<file path="config.mk">
export PLATFORM = sky130hd
export DESIGN_NAME = fifo_with_level_triggers
export DESIGN_NICKNAME = d
export VERILOG_FILES = /design/src/rtl/core/fwlt_pkg.sv /design/src/rtl/core/fwlt_ctrl.sv /design/src/rtl/core/fwlt_datapath.sv /design/src/rtl/core/fifo_with_level_triggers.sv
export SDC_FILE = /design/constraint.sdc
export NUM_CORES = 1
export LEC_CHECK = 0
export ABC_CLOCK_PERIOD_IN_PS = 7070
export BUFFER_PORTS_ARGS = -buffer_cell sky130_fd_sc_hd__buf_2
export CELL_PAD_IN_SITES_DETAIL_PLACEMENT = 2
export CELL_PAD_IN_SITES_GLOBAL_PLACEMENT = 2
export CORE_ASPECT_RATIO = 1.1
export CORE_MARGIN = 5
export CORE_UTILIZATION = 49
export DETAILED_ROUTE_END_ITERATION = 6
export PLACE_DENSITY_LB_ADDON = 0.1
export RECOVER_POWER = 50
export SLEW_MARGIN = 20
export SYNTH_ARGS = -nofsm -noshare
export SYNTH_HDL_FRONTEND = slang
export SYNTH_HIERARCHICAL = 1
export SYNTH_SLANG_ARGS = --single-unit
</file>
<file path="constraint.sdc">
create_clock -name clk -period 7.07 [get_ports clk]
set_clock_uncertainty 0.2 [all_clocks]
set_input_delay 0.707 -clock clk [delete_from_list [all_inputs] [get_ports clk]]
set_output_delay 0.707 -clock clk [all_outputs]
set_load 0.02 [all_outputs]
</file>
<file path="src/rtl/core/fwlt_pkg.sv">
// Package for the FIFO with level triggers: widths, codes, controller
// state and command types. No dependencies.
`timescale 1ns / 1ps

package fwlt_pkg;

    localparam int QUEUE_DEPTH_DEF = 16;
    localparam int DATA_WIDTH_DEF  = 32;

    localparam int OP_W      = 2;
    localparam int WORD_W    = 32;
    localparam int LEVEL_W   = 5;
    localparam int LEVEL_MAX = (1 << LEVEL_W) - 1;
    localparam int COND_W    = 2;
    localparam int CFG_W     = 5;
    localparam int CFG_IDX_W = 3;

    localparam logic [LEVEL_W-1:0] DEPTH_RESET = LEVEL_W'(16);

    localparam logic [OP_W-1:0] OP_ENQ  = 2'd0;
    localparam logic [OP_W-1:0] OP_DEQ  = 2'd1;
    localparam logic [OP_W-1:0] OP_PEEK = 2'd2;

    localparam logic [COND_W-1:0] COND_OFF   = 2'd0;
    localparam logic [COND_W-1:0] COND_BELOW = 2'd1;
    localparam logic [COND_W-1:0] COND_EQUAL = 2'd2;
    localparam logic [COND_W-1:0] COND_ABOVE = 2'd3;

    localparam logic [CFG_IDX_W-1:0] REG_MAX_DEPTH = 3'd0;
    localparam logic [CFG_IDX_W-1:0] REG_A_SENSE   = 3'd1;
    localparam logic [CFG_IDX_W-1:0] REG_A_MARK    = 3'd2;
    localparam logic [CFG_IDX_W-1:0] REG_A_COND    = 3'd3;
    localparam logic [CFG_IDX_W-1:0] REG_B_SENSE   = 3'd4;
    localparam logic [CFG_IDX_W-1:0] REG_B_MARK    = 3'd5;
    localparam logic [CFG_IDX_W-1:0] REG_B_COND    = 3'd6;

    typedef enum logic [1:0] {
        PH_OFF   = 2'd0,
        PH_ARMED = 2'd1,
        PH_FIRED = 2'd2
    } phase_t;

    typedef enum logic {
        ST_IDLE = 1'b0,
        ST_EXEC = 1'b1
    } state_t;

    typedef struct packed {
        logic capture;
        logic execute;
    } cmd_t;

endpackage

</file>
<file path="src/rtl/core/fwlt_ctrl.sv">
// Controller for the FIFO with level triggers: transaction sequencing and
// output valid register. Depends on fwlt_pkg.
`timescale 1ns / 1ps

module fwlt_ctrl
(
    input  logic           clk,
    input  logic           rst_n,
    input  logic           in_valid,
    output logic           in_stall,
    output logic           out_valid,
    input  logic           out_stall,
    output fwlt_pkg::cmd_t cmd
);

    fwlt_pkg::state_t state_reg;
    fwlt_pkg::state_t state_next;
    logic             out_valid_reg;
    logic             out_valid_next;
    logic             out_free;

    assign out_free = !out_valid_reg || !out_stall;

    always_comb
    begin
        state_next = state_reg;
        case (state_reg)
            fwlt_pkg::ST_IDLE:
            begin
                if (in_valid)
                begin
                    state_next = fwlt_pkg::ST_EXEC;
                end
            end
            fwlt_pkg::ST_EXEC:
            begin
                if (out_free)
                begin
                    state_next = fwlt_pkg::ST_IDLE;
                end
            end
            default:
            begin
                state_next = fwlt_pkg::ST_IDLE;
            end
        endcase
    end

    always_comb
    begin
        in_stall    = 1'b1;
        cmd.capture = 1'b0;
        cmd.execute = 1'b0;
        case (state_reg)
            fwlt_pkg::ST_IDLE:
            begin
                in_stall    = 1'b0;
                cmd.capture = in_valid;
            end
            fwlt_pkg::ST_EXEC:
            begin
                cmd.execute = out_free;
            end
            default:
            begin
                in_stall = 1'b1;
            end
        endcase
    end

    always_comb
    begin
        if (cmd.execute)
        begin
            out_valid_next = 1'b1;
        end
        else if (!out_stall)
        begin
            out_valid_next = 1'b0;
        end
        else
        begin
            out_valid_next = out_valid_reg;
        end
    end

    assign out_valid = out_valid_reg;

    always_ff @(posedge clk or negedge rst_n)
    begin
        if (!rst_n)
        begin
            state_reg     <= fwlt_pkg::ST_IDLE;
            out_valid_reg <= 1'b0;
        end
        else
        begin
            state_reg     <= state_next;
            out_valid_reg <= out_valid_next;
        end
    end

endmodule

</file>
<file path="src/rtl/core/fwlt_datapath.sv">
// Datapath for the FIFO with level triggers: entry store, pointers, level,
// configuration registers, trigger phases and result register.
// Depends on fwlt_pkg.
`timescale 1ns / 1ps

module fwlt_datapath
#(
    parameter int QUEUE_DEPTH = fwlt_pkg::QUEUE_DEPTH_DEF,
    parameter int DATA_WIDTH  = fwlt_pkg::DATA_WIDTH_DEF
)
(
    input  logic                             clk,
    input  logic                             rst_n,
    input  fwlt_pkg::cmd_t                   cmd,
    input  logic [fwlt_pkg::OP_W-1:0]        operation,
    input  logic [fwlt_pkg::WORD_W-1:0]      item_data,
    input  logic                             cfg_we,
    input  logic [fwlt_pkg::CFG_IDX_W-1:0]   cfg_index,
    input  logic [fwlt_pkg::CFG_W-1:0]       cfg_data,
    output logic                             accepted,
    output logic [fwlt_pkg::WORD_W-1:0]      out_data,
    output logic [fwlt_pkg::LEVEL_W-1:0]     level,
    output logic                             fired_a,
    output logic                             fired_b,
    output logic                             is_empty,
    output logic                             is_full
);

    localparam int IDX_W = $clog2(QUEUE_DEPTH);
    localparam int LW    = fwlt_pkg::LEVEL_W;
    localparam int CW    = fwlt_pkg::COND_W;
    localparam int WW    = fwlt_pkg::WORD_W;
    localparam int CAP   = (QUEUE_DEPTH < fwlt_pkg::LEVEL_MAX) ? QUEUE_DEPTH
                                                                : fwlt_pkg::LEVEL_MAX;
    localparam logic [LW-1:0]    CAP_L    = LW'(CAP);
    localparam logic [IDX_W-1:0] IDX_LAST = IDX_W'(QUEUE_DEPTH - 1);

    localparam logic [fwlt_pkg::CFG_IDX_W-1:0] REG_SENSE [2] =
        '{fwlt_pkg::REG_A_SENSE, fwlt_pkg::REG_B_SENSE};
    localparam logic [fwlt_pkg::CFG_IDX_W-1:0] REG_MARK [2] =
        '{fwlt_pkg::REG_A_MARK, fwlt_pkg::REG_B_MARK};
    localparam logic [fwlt_pkg::CFG_IDX_W-1:0] REG_COND [2] =
        '{fwlt_pkg::REG_A_COND, fwlt_pkg::REG_B_COND};

    function automatic logic trig_test(
        input logic          sense,
        input logic [LW-1:0] mark,
        input logic [CW-1:0] cond,
        input logic [LW-1:0] cnt,
        input logic [LW-1:0] eff
    );
        logic [LW-1:0] n;
        logic          r;
        if (sense)
        begin
            n = cnt;
        end
        else
        begin
            n = (eff > cnt) ? eff - cnt : '0;
        end
        case (cond)
            fwlt_pkg::COND_BELOW: r = n < mark;
            fwlt_pkg::COND_EQUAL: r = n == mark;
            fwlt_pkg::COND_ABOVE: r = n > mark;
            default:              r = 1'b0;
        endcase
        return r;
    endfunction

    logic [DATA_WIDTH-1:0] mem [QUEUE_DEPTH];

    logic [fwlt_pkg::OP_W-1:0] op_reg;
    logic [DATA_WIDTH-1:0]     word_reg;
    logic [DATA_WIDTH-1:0]     rd_data_reg;

    logic [IDX_W-1:0] head_reg;
    logic [IDX_W-1:0] head_next;
    logic [IDX_W-1:0] tail_reg;
    logic [IDX_W-1:0] tail_next;
    logic [LW-1:0]    count_reg;
    logic [LW-1:0]    count_next;
    logic [LW-1:0]    max_depth_reg;
    logic [LW-1:0]    max_depth_next;

    logic                 sense_reg [2];
    logic                 sense_next [2];
    logic [LW-1:0]        mark_reg [2];
    logic [LW-1:0]        mark_next [2];
    logic [CW-1:0]        cond_reg [2];
    logic [CW-1:0]        cond_next [2];
    fwlt_pkg::phase_t     phase_reg [2];
    fwlt_pkg::phase_t     phase_next [2];
    logic                 fire [2];
    logic                 holds [2];

    logic                 accepted_reg;
    logic [WW-1:0]        out_data_reg;
    logic [LW-1:0]        level_reg;
    logic                 fired_a_reg;
    logic                 fired_b_reg;
    logic                 is_empty_reg;
    logic                 is_full_reg;

    logic [LW-1:0] eff;
    logic          enq_ok;
    logic          deq_ok;
    logic          peek_ok;
    logic          moved;

    assign eff     = (max_depth_reg > CAP_L) ? CAP_L : max_depth_reg;
    assign enq_ok  = (op_reg == fwlt_pkg::OP_ENQ) && (count_reg < eff);
    assign deq_ok  = (op_reg == fwlt_pkg::OP_DEQ) && (count_reg != '0);
    assign peek_ok = (op_reg == fwlt_pkg::OP_PEEK) && (count_reg != '0);
    assign moved   = enq_ok || deq_ok;

    always_comb
    begin
        head_next  = head_reg;
        tail_next  = tail_reg;
        count_next = count_reg;
        if (enq_ok)
        begin
            tail_next  = (tail_reg == IDX_LAST) ? '0 : tail_reg + 1'b1;
            count_next = count_reg + 1'b1;
        end
        else if (deq_ok)
        begin
            head_next  = (head_reg == IDX_LAST) ? '0 : head_reg + 1'b1;
            count_next = count_reg - 1'b1;
        end
    end

    assign max_depth_next = (cfg_we && cfg_index == fwlt_pkg::REG_MAX_DEPTH)
                            ? cfg_data : max_depth_reg;

    always_comb
    begin
        for (int t = 0; t < 2; t++)
        begin
            sense_next[t] = (cfg_we && cfg_index == REG_SENSE[t]) ? cfg_data[0]
                                                                 : sense_reg[t];
            mark_next[t]  = (cfg_we && cfg_index == REG_MARK[t]) ? cfg_data : mark_reg[t];
            cond_next[t]  = (cfg_we && cfg_index == REG_COND[t]) ? cfg_data[CW-1:0]
                                                                : cond_reg[t];
            phase_next[t] = phase_reg[t];
            fire[t]       = 1'b0;
            holds[t]      = 1'b0;
            if (cfg_we && cfg_index == REG_COND[t])
            begin
                holds[t] = trig_test(sense_reg[t], mark_reg[t], cfg_data[CW-1:0],
                                     count_reg, eff);
                if (cfg_data[CW-1:0] == fwlt_pkg::COND_OFF)
                begin
                    phase_next[t] = fwlt_pkg::PH_OFF;
                end
                else
                begin
                    phase_next[t] = holds[t] ? fwlt_pkg::PH_FIRED : fwlt_pkg::PH_ARMED;
                end
            end
            else if (cmd.execute && moved)
            begin
                holds[t] = trig_test(sense_reg[t], mark_reg[t], cond_reg[t],
                                     count_next, eff);
                case (phase_reg[t])
                    fwlt_pkg::PH_OFF:
                    begin
                        phase_next[t] = fwlt_pkg::PH_OFF;
                    end
                    fwlt_pkg::PH_ARMED:
                    begin
                        fire[t]       = holds[t];
                        phase_next[t] = holds[t] ? fwlt_pkg::PH_FIRED : fwlt_pkg::PH_ARMED;
                    end
                    fwlt_pkg::PH_FIRED:
                    begin
                        phase_next[t] = holds[t] ? fwlt_pkg::PH_FIRED : fwlt_pkg::PH_ARMED;
                    end
                    default:
                    begin
                        phase_next[t] = fwlt_pkg::PH_OFF;
                    end
                endcase
            end
        end
    end

    always_ff @(posedge clk or negedge rst_n)
    begin
        if (!rst_n)
        begin
            head_reg      <= '0;
            tail_reg      <= '0;
            count_reg     <= '0;
            max_depth_reg <= fwlt_pkg::DEPTH_RESET;
            for (int t = 0; t < 2; t++)
            begin
                sense_reg[t] <= 1'b0;
                mark_reg[t]  <= '0;
                cond_reg[t]  <= fwlt_pkg::COND_OFF;
                phase_reg[t] <= fwlt_pkg::PH_OFF;
            end
        end
        else
        begin
            if (cmd.execute)
            begin
                head_reg  <= head_next;
                tail_reg  <= tail_next;
                count_reg <= count_next;
            end
            max_depth_reg <= max_depth_next;
            for (int t = 0; t < 2; t++)
            begin
                sense_reg[t] <= sense_next[t];
                mark_reg[t]  <= mark_next[t];
                cond_reg[t]  <= cond_next[t];
                phase_reg[t] <= phase_next[t];
            end
        end
    end

    // store write at execute, head read every cycle
    always_ff @(posedge clk)
    begin
        if (cmd.execute && enq_ok)
        begin
            mem[tail_reg] <= word_reg;
        end
        rd_data_reg <= mem[head_reg];
    end

    always_ff @(posedge clk)
    begin
        if (cmd.capture)
        begin
            op_reg   <= operation;
            word_reg <= DATA_WIDTH'(item_data);
        end
        if (cmd.execute)
        begin
            accepted_reg <= moved || peek_ok;
            out_data_reg <= (deq_ok || peek_ok) ? WW'(rd_data_reg) : '0;
            level_reg    <= count_next;
            fired_a_reg  <= fire[0];
            fired_b_reg  <= fire[1];
            is_empty_reg <= (count_next == '0);
            is_full_reg  <= (count_next >= eff);
        end
    end

    assign accepted = accepted_reg;
    assign out_data = out_data_reg;
    assign level    = level_reg;
    assign fired_a  = fired_a_reg;
    assign fired_b  = fired_b_reg;
    assign is_empty = is_empty_reg;
    assign is_full  = is_full_reg;

endmodule

</file>
<file path="src/rtl/core/fifo_with_level_triggers.sv">
// Top level of the FIFO with level triggers: controller plus datapath.
// Depends on fwlt_pkg, fwlt_ctrl, fwlt_datapath.
//
//  channel | handshake          | payload
//  --------+--------------------+--------------------------------------------
//  in      | in_valid, in_stall | operation, item_data
//  out     | out_valid, out_stall | accepted, out_data, level, fired_a,
//          |                    |   fired_b, is_empty, is_full
//  cfg     | cfg_we             | cfg_index, cfg_data
//
// Each transaction takes two steps: one to capture the operation while the store
// reads the head entry into its read register, one to execute and load the
// result register. The registered store read is why the steps are separate.
// No clearing pass after reset; the first transaction is taken right away.
// A stalled result holds only the execute step; a new transaction is taken
// while a result still waits on out_stall.
`timescale 1ns / 1ps

module fifo_with_level_triggers
#(
    parameter int QUEUE_DEPTH = fwlt_pkg::QUEUE_DEPTH_DEF,
    parameter int DATA_WIDTH  = fwlt_pkg::DATA_WIDTH_DEF
)
(
    input  logic                             clk,
    input  logic                             rst_n,
    input  logic                             in_valid,
    output logic                             in_stall,
    input  logic [fwlt_pkg::OP_W-1:0]        operation,
    input  logic [fwlt_pkg::WORD_W-1:0]      item_data,
    output logic                             out_valid,
    input  logic                             out_stall,
    output logic                             accepted,
    output logic [fwlt_pkg::WORD_W-1:0]      out_data,
    output logic [fwlt_pkg::LEVEL_W-1:0]     level,
    output logic                             fired_a,
    output logic                             fired_b,
    output logic                             is_empty,
    output logic                             is_full,
    input  logic                             cfg_we,
    input  logic [fwlt_pkg::CFG_IDX_W-1:0]   cfg_index,
    input  logic [fwlt_pkg::CFG_W-1:0]       cfg_data
);

    fwlt_pkg::cmd_t cmd;

    fwlt_ctrl u_ctrl
    (
        .clk       (clk),
        .rst_n     (rst_n),
        .in_valid  (in_valid),
        .in_stall  (in_stall),
        .out_valid (out_valid),
        .out_stall (out_stall),
        .cmd       (cmd)
    );

    fwlt_datapath
    #(
        .QUEUE_DEPTH (QUEUE_DEPTH),
        .DATA_WIDTH  (DATA_WIDTH)
    )
    u_datapath
    (
        .clk       (clk),
        .rst_n     (rst_n),
        .cmd       (cmd),
        .operation (operation),
        .item_data (item_data),
        .cfg_we    (cfg_we),
        .cfg_index (cfg_index),
        .cfg_data  (cfg_data),
        .accepted  (accepted),
        .out_data  (out_data),
        .level     (level),
        .fired_a   (fired_a),
        .fired_b   (fired_b),
        .is_empty  (is_empty),
        .is_full   (is_full)
    );

`ifndef SYNTHESIS
    a_busy_after_accept: assert property (@(posedge clk) disable iff (!rst_n)
        (in_valid && !in_stall) |=> in_stall)
        else $error("input taken while a transaction is in flight");

    a_cmd_exclusive: assert property (@(posedge clk) disable iff (!rst_n)
        !(cmd.capture && cmd.execute))
        else $error("capture and execute in the same cycle");

    a_fail_is_quiet: assert property (@(posedge clk) disable iff (!rst_n)
        (out_valid && !accepted) |-> (out_data == '0 && !fired_a && !fired_b))
        else $error("failed transaction reports data or a trigger");

    a_exec_loads_out: assert property (@(posedge clk) disable iff (!rst_n)
        cmd.execute |=> out_valid)
        else $error("executed transaction did not produce a result");
`endif

endmodule
</file>
Word level (Yosys, flattened, before mapping). Memories as Yosys holds them, arrays and structs flattened. A register that Yosys moved wholly into a read port is not among the register bits. Index checks and enable logic that the tools add are counted.

$add $sub $neg: 6. Muxes and demuxes: 49. Equal/unequal tests: 28. Bitwise gates (word level): 5. Reduce and logical (&&, ||, !) cells: 31. Order comparisons: 13.

Operators with widths (number): $mux W5 (15); $gt A5 B5 Y1 (6); $lt A5 B5 Y1 (5); $mux W2 (12); $eq A5 B5 Y1 (4); $eq A2 B2 Y1 const B (9); $mux W1 (15); $eq A2 B1 Y1 const B (6); $logic_and A1 B1 Y1 (12); $pmux W1 S3 (4); $sub A5 B5 Y5 (2); $eq A3 B3 Y1 const B (3); $add A4 B1 Y4 const B (2); $eq A4 B4 Y1 const B (2); $mux W4 (2); $eq A3 B2 Y1 const B (2); $reduce_or A3 Y1 (2); $add A5 B1 Y5 const B (1); $ge A5 B5 Y1 (1); $gt A5 B5 Y1 const B (1); $logic_not A5 Y1 (1); $not A1 Y1 (5); $reduce_bool A5 Y1 (1); $sub A5 B1 Y5 const B (1); 11 further kinds (18).

Input port bits: 47. Output and inout port bits: 44. Memories: 1. Memory bits (writable): 512. Word-level logic and storage cells: 156. Register bits: 116.

Memories: u_datapath.mem (words 16, bits a word 32, read ports 1, clocked after memory_dff 1, write ports 1, RTL line fwlt_datapath.sv:71) `logic [DATA_WIDTH-1:0] mem [QUEUE_DEPTH];`.

Longest topological paths before layout.
Word-level depth: 18. Mapped depth: 26. Mapped depth without buffers: 26.

Cells and area by module. Netlist, hierarchy kept.

Modules (own cells, without submodules): fwlt_datapath (area each 25679.6 µm², cells each 1250, times used 1, sequential area each 19249.7 µm²); fwlt_ctrl (area each 91.3 µm², cells each 7, times used 1, sequential area each 50.0 µm²).

Worst setup path after synthesis. No wires, ideal clock.

Kind: register to register. From: register u_datapath.max_depth_reg[4]. To: register u_datapath/phase_reg[0] in the netlist's numbering. Library setup time: 0.145 ns. Cell stages (with the launch flop): 25. Slack: 1.660 ns. Clock period less this slack: 5.410 ns. Path buffers: 0. Arrival time: 5.065 ns. Data required time: 6.725 ns. Cells stage by stage: dfstp_2 or2b_2 inv_1 ha_1 a221o_1 a221oi_2 nor3_1 nor2_1 xnor2_1 ha_1 inv_1 ha_1 or3_2 a211oi_1 o22ai_1 nand2_1 ha_1 and3_1 a221oi_1 mux2i_1 nand2_1 o21ai_0 nor3_1 a211oi_1 a31oi_1.

Longest elaborated chain between the ends: 18. Elaborated cells between the ends (all ways): 36. Those cells by class: add/sub (2); order compare (8); eq/ne (2); mux (20); reduce/logical (4).

RTL lines: start, declared (RTL line fwlt_datapath.sv:83) `logic [LW-1:0] max_depth_reg;`; start signal, assigned (RTL line fwlt_datapath.sv:196) `max_depth_reg <= fwlt_pkg::DEPTH_RESET;`; start signal, assigned (RTL line fwlt_datapath.sv:213) `max_depth_reg <= max_depth_next;`; $gt A5 B5 Y1 (RTL line fwlt_datapath.sv:111) `assign eff = (max_depth_reg > CAP_L) ? CAP_L : max_depth_reg;`; $mux W5 * (RTL line fwlt_datapath.sv:111); $lt A5 B5 Y1 * (RTL line fwlt_datapath.sv:112) `assign enq_ok = (op_reg == fwlt_pkg::OP_ENQ) && (count_reg < eff);`; $logic_and A1 B1 Y1 * (RTL line fwlt_datapath.sv:112); $mux W5 * (RTL line fwlt_datapath.sv:122) `if (enq_ok)`; named net u_datapath.count_next[0] (RTL line fwlt_datapath.sv:82) `logic [LW-1:0] count_next;`; $sub A5 B5 Y5 / $gt A5 B5 Y1 (equally long branches) (RTL line fwlt_datapath.sv:60) `n = (eff > cnt) ? eff - cnt : '0;`; $mux W5 (RTL line fwlt_datapath.sv:60); [3 not listed]; $gt A5 B5 Y1, or another cell as far along (RTL line fwlt_datapath.sv:65) `fwlt_pkg::COND_ABOVE: r = n > mark;`; $pmux W1 S3 * (RTL line fwlt_datapath.sv:62) `case (cond)`; $mux W1 * (RTL line fwlt_datapath.sv:162) `else if (cmd.execute && moved)`; $mux W1 * (RTL line fwlt_datapath.sv:149) `if (cfg_we && cfg_index == REG_COND[t])`; $mux W2 * (RTL line fwlt_datapath.sv:174, fwlt_datapath.sv:178); $mux W2 *; $mux W2 * (RTL line fwlt_datapath.sv:162); $mux W2 * (RTL line fwlt_datapath.sv:149); end signal, assigned by index (RTL line fwlt_datapath.sv:202) `phase_reg[t] <= fwlt_pkg::PH_OFF;`; end signal, assigned by index (RTL line fwlt_datapath.sv:219) `phase_reg[t] <= phase_next[t];`; end, declared (RTL line fwlt_datapath.sv:92) `fwlt_pkg::phase_t phase_reg [2];`.

Mark *: on every way through the listed nets, which the timed path passes. The rest lies on a longest branch. The select of a mux whose other input is x is not followed. A chain may end at the register's enable or synchronous reset.

Final worst setup path. Ends and elaborated chain as after synthesis.

==> metrics.md <==
| Metric | Value |
|---|---|
| Failing checks | max-capacitance violations, max-slew violations |
| Synth Area per Inst | 20.50 sq um |
| Syn. warnings | 6 |
| Yosys top cell area share | 68.51% |
| Share of cells above drive strength 1 | 28.16% |
| Fmax | 154.7 MHz |
| Reg2reg setup slack | 0.61 ns |
| Setup crit end kind | register |
| Worst slew margin | -124.6% |
| GPL Wtd Cong | 0.7922 |
| Residual DRC | 0 |
| Vias per inst | 6.164 |
| Dominant cell type by area after synthesis | edfxtp_1 |
| H-tree depth | 3 |
| GRT busiest layer | met2 |
| Clk buf depth | 3 |
| Core ar. | 52300 sq um |
| All-layer global routing usage | 25.55% |
| GRT met1 Usage | 33.04% |
| Pre-CTS setup slack | 0.6541 ns |
| Post-synth ARST share | 6.061% |
| Pins Over Slew Limit | 77 |
| Setup violations, final | 0 |
| Final wirelength | 72510 um |
| Layout Nets | 1477 |
| Die X | 228.7 um |
| Met2 Use GR | 45.33% |
| Ant. Diodes | 0 |
| Root Buffer | clkbuf_16 |
| Post-DP HPWL | 41220 um |
| Period minus WS final | 6.462 ns |
| Cell count after synthesis | 1257 |
| Initial core utilization | 49.28% |
| Global-route wire length before repair | 105700 um |
| 1st-iter DRT viols | 1285 |
| Number of global-route vias before repair | 14640 |
| DIE AREA | 57290 sq um |
| Most frequent cells after synthesis | edfxtp_1 (588), mux4_2 (160), nand2_1 (50) |
| ANT nets after route | 0 |
| Pleak | 0.009724 uW |
| Final hold vios | 0 |
| Pin count of the biggest net entering global routing | 58 |
| Row cnt | 88 |
| IO Pins | 91 |
| Cell with the most instances after synthesis | edfxtp_1 |
| Crit path launch type | register |
| Post-CTS Setup Repair Bufs | 0 |
| Clk Latency, worst-skew pair | 0.61 ns |
| Wire per inst | 34.14 um |
| Hold/Removal Path Class | primary input to register |
| VDD IR-drop max | 0.0002459 V |
| Via count | 13093 |
| M3 GR Usage | 4.477% |
| Maxcap violations | 2 |
| Biggest register | u_datapath/mem |
| Die Ht | 250.5 um |
| CP required | 7.33 ns |
| PD cells | 391.8 nW/um^2 |
| Area growth syn-to-layout | 13.86% |
| Mapped cell area | 25770 sq um |
| Worst slew pin tran | 3.370 ns |
| Final period util | 91.41% |
| Seq/Total Area, Yosys | 74.89% |
| Initial antenna violation count | 1 |
| Aggregate global routing overflow | 0 |
| Worst hold slack | 0.08857 ns |
| Clock sink count | 660 |
| Seq cells post-synth | 660 |
| PortBufs | 90 |
| Setup ws final | 0.6075 ns |
| Critical Path Fanout Max | 8 |
| Top cells by area, synth | edfxtp_1 (69%), mux4_2 (14%), dfrtp_1 (3.8%), dfxtp_1 (2.5%), ha_1 (1.7%) |
| Main synth FF type | edfxtp_1 |
| Max FFs per register | 512 |
| Status | finished with violations |
| CTS buffer count | 69 |
| CP arrival | 6.72 ns |
| RSZ-0062 raised after global routing | false |
| Clock transition at path regs | 0.06 ns |
| Post-synth EDFFs | 588 |
| Crit Path Class | register to register |
| Post-synth cell types | 72 |
| Fin Setup TNS | 0 ns |
| Syn_nets | 1341 |
| Drt first pass iters | 4 |
| TritonCTS clock tree | yes |
==> layer usage <==
| layer | share of wire, % | routed length (um) |
|---|---|---|
| met1 | 40 | 28950 |
| met2 | 53 | 38270 |
| met3 | 4.9 | 3551 |
| met4 | 2.4 | 1735 |
| met5 | 0 | 0 |
==> power breakdown <==
group / total [uW] / internal [uW] / switching (uW)
combinational: 2920 / 1380 / 1540
clock: 3670 / 2140 / 1530
sequential: 4910 / 4590 / 318
==> through the flow <==
stage / power, uW / area (sq um) / instances / utilization, %
final: 11500 / 29340 / 2124 / 56.10
after global routing: 12060 / 29340 / 2124 / 56.10
after CTS: 11640 / 29390 / 2124 / 56.20
after detailed placement: 7914 / 27110 / 1996 / 51.83
after global placement: 7774 / 27110 / 1996 / 51.83
after floorplan: 7020 / 25770 / 1257 / -
==> layout by cell type, fill, tap and decap left out, types with 3 or more instances in the layout <==
cell type	instances
o21a_1	6
nand4_1	3
dfrtp_1	35
buf_4	25
o21ai_0	32
clkbuf_16	72
ha_1	36
nand3_1	10
a31oi_1	5
o22ai_1	3
mux2i_1	4
nor2_1	18
clkinv_2	7
a211oi_1	3
a21oi_1	11
clkinv_1	9
nor3_1	11
a21o_1	4
and2_1	33
nor2b_1	4
nor4_1	3
o31ai_1	6
inv_6	3
buf_2	56
edfxtp_1	588
inv_1	28
o21bai_1	3
and3_1	3
nand2b_1	5
clkbuf_1	53
nand4b_1	3
nor3b_1	3
dfxtp_1	32
xnor2_1	12
nand2_1	50
bufinv_16	4
and2_2	16
clkbuf_8	11
mux4_2	160
mux2_2	19
==> final cells by class <==
cell class                 count  area (sq um)
sequential                   660         19310
clock inverter                27         255.2
timing repair buffer         118         613.1
clock buffer                 100          2017
tap                          675         844.6
multi-input combinational    514          6190
inverter                      30         112.6
fill                        4357         22960
==> worst max-delay path: stages, from the launching register on <==
cell and delay (ns):
dfstp_2 0.62, nor2b_1 0.16, ha_1 0.36, nand2_1 0.08, a21oi_2 0.25, a221oi_2 0.17
nor3_1 0.66, nor2_1 0.16, xnor2_1 0.51, ha_1 0.31, inv_1 0.07, ha_1 0.22
or3_2 0.51, and3_1 0.22, o22ai_1 0.14, nand2_1 0.08, ha_1 0.27, and3_1 0.20
a221oi_1 0.32, mux2i_1 0.23, nand2_1 0.06, o21ai_0 0.14, nor3_1 0.08, a211oi_1 0.25
a31oi_1 0.06
==> final timing paths <==
kind,startpoint,endpoint,cells after the start
worst max-delay path,u_datapath/max_depth_reg[4],u_datapath/phase_reg[0],24
worst min-delay path,item_data[10],u_datapath/word_reg[10],1
worst max register to register,u_datapath/max_depth_reg[4],u_datapath/phase_reg[0],24
worst min register to register,u_datapath/max_depth_reg[1],u_datapath/max_depth_reg[1],1
max in group asynchronous,rst_n,u_datapath/head_reg[1],3
min in group asynchronous,rst_n,u_datapath/mark_reg[3],3
==> kinds of logic after synthesis <==
group                    synth area share [%]
flip-flops                              74.89
multiplexers                            14.97
AND/OR/NAND/NOR                         3.787
AO/OA/AOI/OAI                           2.714
buffers and inverters                   1.262
adder cells (fa/ha/maj)                 1.903
XOR/XNOR                               0.4758
==> what timing repair did <==
item,CTS,global route
hold buffers,1,0
endpoints found under the hold margin,17,0
gates resized for setup,0,0
Note: power is estimated with default switching activity, not from simulation.
